==> src/hdl/scfap_pkg.sv <==
// Shared types and constants for the signed configuration auth field parser.
// No dependencies; the step logic, the result register and the top level use this.
package scfap_pkg;

  typedef enum logic [3:0] {
    PH_METHOD  = 4'd0,
    PH_KEYLEN  = 4'd1,
    PH_KEY     = 4'd2,
    PH_AUTHLEN = 4'd3,
    PH_AUTH    = 4'd4,
    PH_EXPIRY  = 4'd5,
    PH_ALG     = 4'd6,
    PH_SIGLEN  = 4'd7,
    PH_SIG     = 4'd8,
    PH_IGNORED = 4'd9
  } phase_t;

  localparam logic [15:0] EXPIRY_BYTES = 16'd8;
  localparam logic [15:0] WORD_BYTES   = 16'd2;
  localparam logic [15:0] POS_MAX      = 16'hFFFF;

  typedef struct packed {
    phase_t      phase;
    logic [15:0] remaining;
    logic [15:0] position;
    logic [7:0]  length_high;
    logic [7:0]  method_reg;
    logic [63:0] expiry_reg;
    logic [15:0] algorithm_reg;
    logic        signed_flag;
  } parse_state_t;

  localparam parse_state_t STATE_RESET = '{
    phase:         PH_METHOD,
    remaining:     16'd0,
    position:      16'd0,
    length_high:   8'd0,
    method_reg:    8'd0,
    expiry_reg:    64'd0,
    algorithm_reg: 16'd0,
    signed_flag:   1'b0
  };

  typedef struct packed {
    logic [7:0]  byte_out;
    logic [3:0]  section;
    logic [15:0] byte_index;
    logic        done_res;
    logic        status;
    logic [7:0]  method;
    logic        has_signature;
    logic [63:0] expiry;
    logic [15:0] algorithm;
  } result_t;

endpackage

==> src/hdl/scfap_step.sv <==
// Per-byte parse logic: next parser state and the result for one request.
// Depends on scfap_pkg.
module scfap_step
  import scfap_pkg::*;
(
  input  parse_state_t st,
  input  logic [7:0]   byte_in,
  input  logic         last,
  output parse_state_t st_next,
  output result_t      res
);

  // Two-byte big-endian length; enter the body, or skip it when empty.
  function automatic parse_state_t length_step(parse_state_t s, logic [7:0] b,
                                               phase_t body, phase_t after);
    parse_state_t n;
    logic [15:0]  len;
    n   = s;
    len = {s.length_high, b};
    if (s.position == 16'd0) begin
      n.length_high = b;
      n.position    = 16'd1;
    end else begin
      n.remaining = len;
      n.position  = 16'd0;
      n.phase     = (len == 16'd0) ? after : body;
    end
    return n;
  endfunction

  function automatic parse_state_t body_step(parse_state_t s, phase_t after);
    parse_state_t n;
    n           = s;
    n.remaining = s.remaining - 16'd1;
    n.position  = s.position + 16'd1;
    if (n.remaining == 16'd0) begin
      n.phase    = after;
      n.position = 16'd0;
    end
    return n;
  endfunction

  parse_state_t nxt;
  logic [15:0]  pos_inc;
  logic         ok;

  assign pos_inc = st.position + 16'd1;

  always_comb begin
    nxt = st;
    if (st.phase >= PH_AUTHLEN) begin
      nxt.signed_flag = 1'b1;
    end
    case (st.phase)
      PH_METHOD: begin
        nxt.method_reg = byte_in;
        nxt.phase      = PH_KEYLEN;
        nxt.position   = 16'd0;
      end
      PH_KEYLEN:  nxt = length_step(nxt, byte_in, PH_KEY, PH_AUTHLEN);
      PH_KEY:     nxt = body_step(nxt, PH_AUTHLEN);
      PH_AUTHLEN: nxt = length_step(nxt, byte_in, PH_AUTH, PH_EXPIRY);
      PH_AUTH:    nxt = body_step(nxt, PH_EXPIRY);
      PH_EXPIRY: begin
        nxt.expiry_reg = {st.expiry_reg[55:0], byte_in};
        nxt.position   = pos_inc;
        if (pos_inc == EXPIRY_BYTES) begin
          nxt.phase    = PH_ALG;
          nxt.position = 16'd0;
        end
      end
      PH_ALG: begin
        nxt.algorithm_reg = {st.algorithm_reg[7:0], byte_in};
        nxt.position      = pos_inc;
        if (pos_inc == WORD_BYTES) begin
          nxt.phase    = PH_SIGLEN;
          nxt.position = 16'd0;
        end
      end
      PH_SIGLEN:  nxt = length_step(nxt, byte_in, PH_SIG, PH_IGNORED);
      PH_SIG:     nxt = body_step(nxt, PH_IGNORED);
      default: begin
        // trailing bytes: count up, hold at the top
        nxt.phase = PH_IGNORED;
        if (st.position != POS_MAX) begin
          nxt.position = pos_inc;
        end
      end
    endcase
  end

  // ok: past the signature, or ended exactly after the keys
  assign ok = (nxt.phase == PH_IGNORED) ||
              (nxt.phase == PH_AUTHLEN && nxt.position == 16'd0 && !nxt.signed_flag);

  always_comb begin
    res.byte_out      = byte_in;
    res.section       = st.phase;
    res.byte_index    = st.position;
    res.done_res      = last;
    res.status        = last && !ok;
    res.method        = nxt.method_reg;
    res.has_signature = nxt.signed_flag;
    res.expiry        = (nxt.phase > PH_EXPIRY) ? nxt.expiry_reg : 64'd0;
    res.algorithm     = (nxt.phase > PH_ALG) ? nxt.algorithm_reg : 16'd0;
  end

  // drop all state after the final byte
  assign st_next = last ? STATE_RESET : nxt;

endmodule

==> src/hdl/scfap_out_reg.sv <==
// Result register with valid/stall handshake toward the consumer.
// Depends on scfap_pkg.
module scfap_out_reg
  import scfap_pkg::*;
(
  input  logic    clk,
  input  logic    rst,
  input  logic    load,
  input  result_t d,
  input  logic    res_stall,
  output logic    res_valid,
  output result_t q
);

  always_ff @(posedge clk) begin
    if (rst) begin
      res_valid <= 1'b0;
    end else if (load) begin
      res_valid <= 1'b1;
    end else if (!res_stall) begin
      res_valid <= 1'b0;
    end
  end

  always_ff @(posedge clk) begin
    if (load) begin
      q <= d;
    end
  end

endmodule

==> src/hdl/signed_config_auth_field_parser.sv <==
// Signed configuration auth field parser: tags each message byte by section.
// An accepted request's result is registered and shows on the outputs in the next cycle.
// Throughput: one byte per cycle while req_stall is low; the parser state updates
// as the byte is taken, and the result register frees as the consumer takes it.
// Reset (rst, synchronous): parser back to expecting a method byte, no result.
// Depends on scfap_pkg, scfap_step and scfap_out_reg.
module signed_config_auth_field_parser
  import scfap_pkg::*;
(
  input  logic        clk,
  input  logic        rst,
  input  logic        req_valid,
  output logic        req_stall,
  input  logic [7:0]  byte_in,
  input  logic        last,
  output logic        res_valid,
  input  logic        res_stall,
  output logic [7:0]  byte_out,
  output logic [3:0]  section,
  output logic [15:0] byte_index,
  output logic        done_res,
  output logic        status,
  output logic [7:0]  method,
  output logic        has_signature,
  output logic [63:0] expiry,
  output logic [15:0] algorithm
);

  parse_state_t st;
  parse_state_t st_next;
  result_t      res_d;
  result_t      res_q;
  logic         accept;

  // hold requests only while a result waits and the consumer stalls
  assign req_stall = res_valid && res_stall;
  assign accept    = req_valid && !req_stall;

  scfap_step u_step (
    .st      (st),
    .byte_in (byte_in),
    .last    (last),
    .st_next (st_next),
    .res     (res_d)
  );

  always_ff @(posedge clk) begin
    if (rst) begin
      st <= STATE_RESET;
    end else if (accept) begin
      st <= st_next;
    end
  end

  scfap_out_reg u_out (
    .clk       (clk),
    .rst       (rst),
    .load      (accept),
    .d         (res_d),
    .res_stall (res_stall),
    .res_valid (res_valid),
    .q         (res_q)
  );

  assign byte_out      = res_q.byte_out;
  assign section       = res_q.section;
  assign byte_index    = res_q.byte_index;
  assign done_res      = res_q.done_res;
  assign status        = res_q.status;
  assign method        = res_q.method;
  assign has_signature = res_q.has_signature;
  assign expiry        = res_q.expiry;
  assign algorithm     = res_q.algorithm;

endmodule
==> config.mk <==
export PLATFORM = sky130hd
export DESIGN_NAME = signed_config_auth_field_parser
export DESIGN_NICKNAME = d
export VERILOG_FILES = /design/src/hdl/scfap_pkg.sv /design/src/hdl/scfap_step.sv /design/src/hdl/scfap_out_reg.sv /design/src/hdl/signed_config_auth_field_parser.sv
export SDC_FILE = /design/constraint.sdc
export NUM_CORES = 1
export LEC_CHECK = 0
export CAP_MARGIN = 20
export CORE_ASPECT_RATIO = 0.5
export CORE_MARGIN = 2
export CORE_UTILIZATION = 60
export CTS_CLUSTER_DIAMETER = 50
export DETAILED_ROUTE_END_ITERATION = 12
export DONT_BUFFER_PORTS = 1
export HOLD_SLACK_MARGIN = 0.03
export PLACE_DENSITY = 0.76
export SLEW_MARGIN = 20
export SYNTH_ARGS = -nofsm -noshare
export SYNTH_HDL_FRONTEND = slang
export SYNTH_SLANG_ARGS = --single-unit
==> constraint.sdc <==
create_clock -name clk -period 6.7 [get_ports clk]
set_clock_uncertainty 0.05 [all_clocks]
set_input_delay 0.335 -clock clk [delete_from_list [all_inputs] [get_ports clk]]
set_output_delay 0.335 -clock clk [all_outputs]
set_load 0.01 [all_outputs]
* Yosys cells after proc, flatten, opt, wreduce, memory -nomap -nowiden
Index checks and enable logic that the tools add are counted.
** Storage, ports and cells
- Register bits after elaboration :: 253
- Output and inout port bits :: 121
- Word-level logic and storage cells :: 89
** Operators by class
- Multiplexer cells :: 28
- Add/subtract/negate cells :: 2
- Equality and inequality tests :: 17
- Magnitude comparators :: 3
- Reductions and logical operators :: 21
** Operator list (count)
- two-way mux 133 bit :: 1
- two-way mux 16 bit :: 5
- one-hot mux 16 bit (5 select lines) :: 1
- zero test 16 bit :: 4
- two-way mux 64 bit :: 1
- one-hot mux 16 bit (4 select lines) :: 1
- two-way mux 20 bit :: 3
- one-hot mux 4 bit (9 select lines) :: 1
- two-way mux 8 bit :: 3
- two-way mux 4 bit :: 5
- adder 16 x 1 -> 16 bit, second input constant :: 1
- equality test 16 x 2 -> 1 bit, second input constant :: 1
- equality test 16 x 4 -> 1 bit, second input constant :: 1
- equality test 4 x 3 -> 1 bit, second input constant :: 4
- inequality test 16 bit, second input constant :: 1
- subtractor 16 x 1 -> 16 bit, second input constant :: 1
- equality test 4 x 2 -> 1 bit, second input constant :: 3
- inequality test 3 bit, second input constant :: 3
- equality test 4 bit, second input constant :: 2
- greater-than comparator 4 x 3 -> 1 bit, second input constant :: 2
- two-way mux 1 bit :: 7
- OR reduction 3 bit :: 2
- logical AND 1 bit :: 5
- AND reduction 5 bit :: 1
- 9 further kinds :: 12

* Logic depth before layout (Yosys ltp)
- Word-level depth :: 10
- Mapped depth :: 12
- Mapped depth without buffers :: 10

* Modules after synthesis
From an unflattened synthesis, not the netlist that was laid out.
** Second synthesis, totals
- Cell total of the unflattened synthesis :: 1341
- Area, all modules :: 13569.3 um^2
** Modules (own cells, without submodules)
- signed_config_auth_field_parser :: cells an instance 578, times used 1, sequential area each 2662.6 um^2, area each 5949.5 um^2
- scfap_step :: cells an instance 641, times used 1, sequential area each 0.0 um^2, area each 4017.6 um^2
- scfap_out_reg :: cells an instance 122, times used 1, sequential area each 3593.4 um^2, area each 3602.2 um^2

* Least setup slack after synthesis
Ideal clock, no wire load.
- Kind :: in2reg
- Start point :: input res_stall
- End point :: register, netlist name st[21]
- Arrival time :: 5.636 ns
- Required time :: 6.522 ns
- Cell stages on the path :: 8
- Setup slack :: 0.886 ns
- Buffers on the path :: 2
- Library setup time :: 0.128 ns
- Path through :: nand2_1 > nand2_1 > inv_1 > clkbuf_1 > o21ai_1 > clkbuf_1 > a22oi_1 > nor2_1
** Between the ends
- Cells in the longest elaborated chain, start to end :: 3
** RTL lines
- start: declaration :: line signed_config_auth_field_parser.sv:17 : input logic res_stall,
- logical AND 1 bit :: line signed_config_auth_field_parser.sv:36 : assign req_stall = res_valid && res_stall;
- zero test 1 bit :: line signed_config_auth_field_parser.sv:37 : assign accept = req_valid && !req_stall;
- logical AND 1 bit :: line signed_config_auth_field_parser.sv:37
- via accept :: line signed_config_auth_field_parser.sv:33 : logic accept;
The timed path passes the listed nets, and every way through them passes these cells.
A chain may end at the register's enable or synchronous reset.

* Final worst setup path
- Start point :: register, netlist name st[97]
- End point :: register, netlist name st[112]
** Between the ends
- Cells in the longest elaborated chain, start to end :: 5
** RTL lines
- adder 16 x 1 -> 16 bit :: line scfap_step.sv:35, scfap_step.sv:47
- equality test 16 x 2 -> 1 bit / equality test 16 x 4 -> 1 bit (equally long branches) :: line scfap_step.sv:75, scfap_step.sv:67
- two-way mux 16 bit, on equally long branches :: line scfap_step.sv:75, scfap_step.sv:67
- one-hot mux 16 bit (5 select lines) * :: line scfap_step.sv:54 : case (st.phase)
- two-way mux 133 bit * :: line scfap_step.sv:109 : assign st_next = last ? STATE_RESET : nxt;
Mark *: on every way between the ends. The rest lies on a longest branch, timed or not.

==> results_dict.tcl <==
set metrics [dict create \
    status "completed" \
    pwr_density_cell_nw_per_um2 264 \
    grtUsageMet1_pct 38.8 \
    cpMaxStageDelayCell "a211o_1" \
    cp-end-kind "flip-flop" \
    htree_levels 1 \
    finalSetupViolCount 0 \
    ys_seq_elements 253 \
    cp-start-kind "flip-flop" \
    vdd_drop_max_mv 0.158 \
    crit_path_end "st[112]" \
    final_cell_area_um2 11800 \
    async_reset_ff_share_pct 0 \
    cp_top_family "simple AND/OR/NAND/NOR gates" \
    first_pass_iters 5 \
    final_cell_mix "nand2_1 (188), dfxtp_1 (134), nor2_1 (127)" \
    utilization_pct 67.2 \
    top_usage_layer "met2" \
    yosysSeqAreaShare_pct 57.8 \
    syn_inst 1112 \
    rsz0062_at_grt "no" \
    grt_pass1_wl_um 43000 \
    finalHoldViolations 0 \
    die-area_um2 19200 \
    p_leak_nw 3.82 \
    nFillCells 1353 \
    synth_largest_area_cell "edfxtp_1" \
    postCtsResizedCells 0 \
    fin_cells 1325 \
    area_delta_synth_final_pct 8.69 \
    grt_pass1_vias 7762 \
    hold_buffers 12 \
    maxSlewHeadroom_pct 30.9 \
    drc 0 \
    critical_path_class "reg2reg" \
    maxSlewViolCount 0 \
    clock_path_buffers 3 \
    drt_wl_total_um 27100 \
    max_freq_mhz 290 \
    crit_cells 9 \
    wire_per_inst_um 20.5 \
    synth_top_area_share_pct 33.0 \
    syn_area_per_cell_um2 9.74 \
    antenna_found_initial 0 \
    critPathMaxStageDelay_ns 0.57 \
    tns_ns 0 \
    final_common_cell "nand2_1" \
    r2r_start "st[97]" \
    overflow 0 \
    yosysWarningCount 0 \
    diodes 0 \
    post-route-min-period_ns 3.45 \
    crit_fanout 18 \
    avgViaCountPerCell 6.45 \
    rrSetupSlack_ns 3.25 \
    met2_usage_pct 44.9 \
    dp.cells 1272 \
    io_pins 134 \
    core_um2 17500 \
    tightestPinTransition_ns 1.03 \
    initial_core_util_pct 61.8 \
    grt_usage_pct 27.8 \
    worstSkewPairLatency_ns 0.51 \
    ys_types 64 \
    arrival_ns 3.80 \
    synthesis.nets 1131 \
    r2r_cells 9 \
    io_buffers 0 \
    rows 34 \
    cts_tree "done" \
    cts.sinks 253 \
    synth_area_um2 10800 \
    path_cells "ha_1, nand3_1, nor4_1, xnor2_1, and4_1, nand3_2, a211o_1, a31o_2, a22o_1" \
    timing.final.crit_share_pct 51.4 \
    drv_cap 0 \
    critPathBufInv 0 \
    layout-drive-gt1-share_pct 7.97 \
    clk_pin_slew_worst_paths_ns 0.07 \
    die_w_um 194 \
    place_area_um2 10900 \
    cts_setup_buffers 0 \
    synth_edf_count 119 \
    grt_max_degree 102 \
    hpwl_um 16000 \
    ant_nets 0 \
    min-delay-path-class "in2reg" \
    drt-initial-drc-count 813 \
    die_h_um 99.0 \
    cts_root_buffer "clkbuf_16" \
    cts_buffers 23 \
    grt_use_met3_pct 5.20 \
    gp_congestion 0.910 \
    regToRegEndpoint "st[112]" \
    startpoint "st[97]" \
    final_net_count 1094 \
    cp.required_ns 7.05 \
    yosys_most_used_dff "dfxtp_1" \
    synthTopCellsByArea "edfxtp_1 (33%), dfxtp_1 (25%), a22oi_1 (7.0%)" \
    vias 8542 \
    holdWs_ns 0.0420 \
]
report_power, final:
| group | total [mW] | switching (mW) | internal [mW] |
|---|---|---|---|
| Sequential | 1.70 | 0.0394 | 1.66 |
| Clock | 1.32 | 0.573 | 0.746 |
| Combinational | 0.0979 | 0.0728 | 0.0250 |
cell families after synthesis:
group / count (synthesis) / share of synthesized area [%]
mux: 9 / 0.924
simple gates: 429 / 17.5
fa+ha+maj: 6 / 0.693
buf+inv: 100 / 3.85
flops: 253 / 57.8
xor+xnor: 16 / 1.29
compound gates: 299 / 17.9
stage by stage:
stage / power (mW) / setup slack [ns]
detailed placement: 1.81 / 3.32
global placement: 1.80 / 3.48
finish: 3.11 / 3.25
global route: 3.20 / 3.08
floorplan: 1.79 / 0.886
CTS: 3.13 / 3.33
flip-flops by register name, indices dropped and copies added, names as in the netlist:
signal / cells
st: 133
u_out.q: 119
u_out.res_valid: 1
synthesized netlist by cell type (2+ instances only):
| library cell | instances |
|---|---|
| mux2_2 | 8 |
| a22o_1 | 8 |
| nor3_1 | 19 |
| clkbuf_1 | 61 |
| nand3_1 | 21 |
| inv_1 | 17 |
| a211oi_1 | 4 |
| o21ai_1 | 6 |
| a22oi_1 | 101 |
| or3_1 | 6 |
| a41oi_1 | 4 |
| nor3b_1 | 3 |
| nor4_1 | 11 |
| o211ai_1 | 2 |
| xnor2_1 | 9 |
| o2bb2ai_1 | 3 |
| ha_1 | 6 |
| a211o_1 | 2 |
| a31o_2 | 9 |
| or2_2 | 6 |
| nand3b_1 | 2 |
| nor2_1 | 128 |
| buf_6 | 3 |
| a21boi_0 | 2 |
| o21ai_0 | 27 |
| and2_1 | 4 |
| nor2b_1 | 11 |
| a21oi_1 | 100 |
| and4_1 | 2 |
| or4_1 | 2 |
| nand2_1 | 188 |
| a21o_1 | 4 |
| buf_2 | 15 |
| a31oi_1 | 14 |
| o21a_1 | 5 |
| xor2_1 | 7 |
| edfxtp_1 | 119 |
| buf_1 | 3 |
| dfxtp_1 | 134 |
| nand4_1 | 12 |
routing by layer:
metal / up-vias / share of wire, %
met5: - / 0
met4: 0 / 2.2
met3: 49 / 8.9
met2: 397 / 47
met1: 4155 / 42
li1: 3941 / -
tightest hold or removal path, stage by stage:
cell and delay [ns]:
a41oi_1 0.02, a21oi_1 0.13, nor3_1 0.06
cell type report:
| type | instances | area [um2] | area share, % |
|---|---|---|---|
| flip-flops and latches | 253 | 6260 | 53.1 |
| clock buffers | 28 | 624 | 5.30 |
| multi-input cells | 759 | 4200 | 35.7 |
| inverters | 18 | 70.1 | 0.595 |
| repair buffers | 20 | 198 | 1.68 |
| clock inverters | 13 | 130 | 1.11 |
| well taps | 234 | 293 | 2.49 |
worst min-delay path by stage:
stage                        to        from  cells after the start  slack [ns]
global route         u_out.q[2]  byte_in[2]                      2        0.03
floorplan           u_out.q[93]      st[99]                      0        0.35
finish                  st[109]        last                      3        0.04
detailed placement        st[0]         rst                      1        0.38
CTS                  u_out.q[6]  byte_in[6]                      2        0.03
global placement        st[109]         rst                      1        0.37
Power figures use the tool's default switching activity.
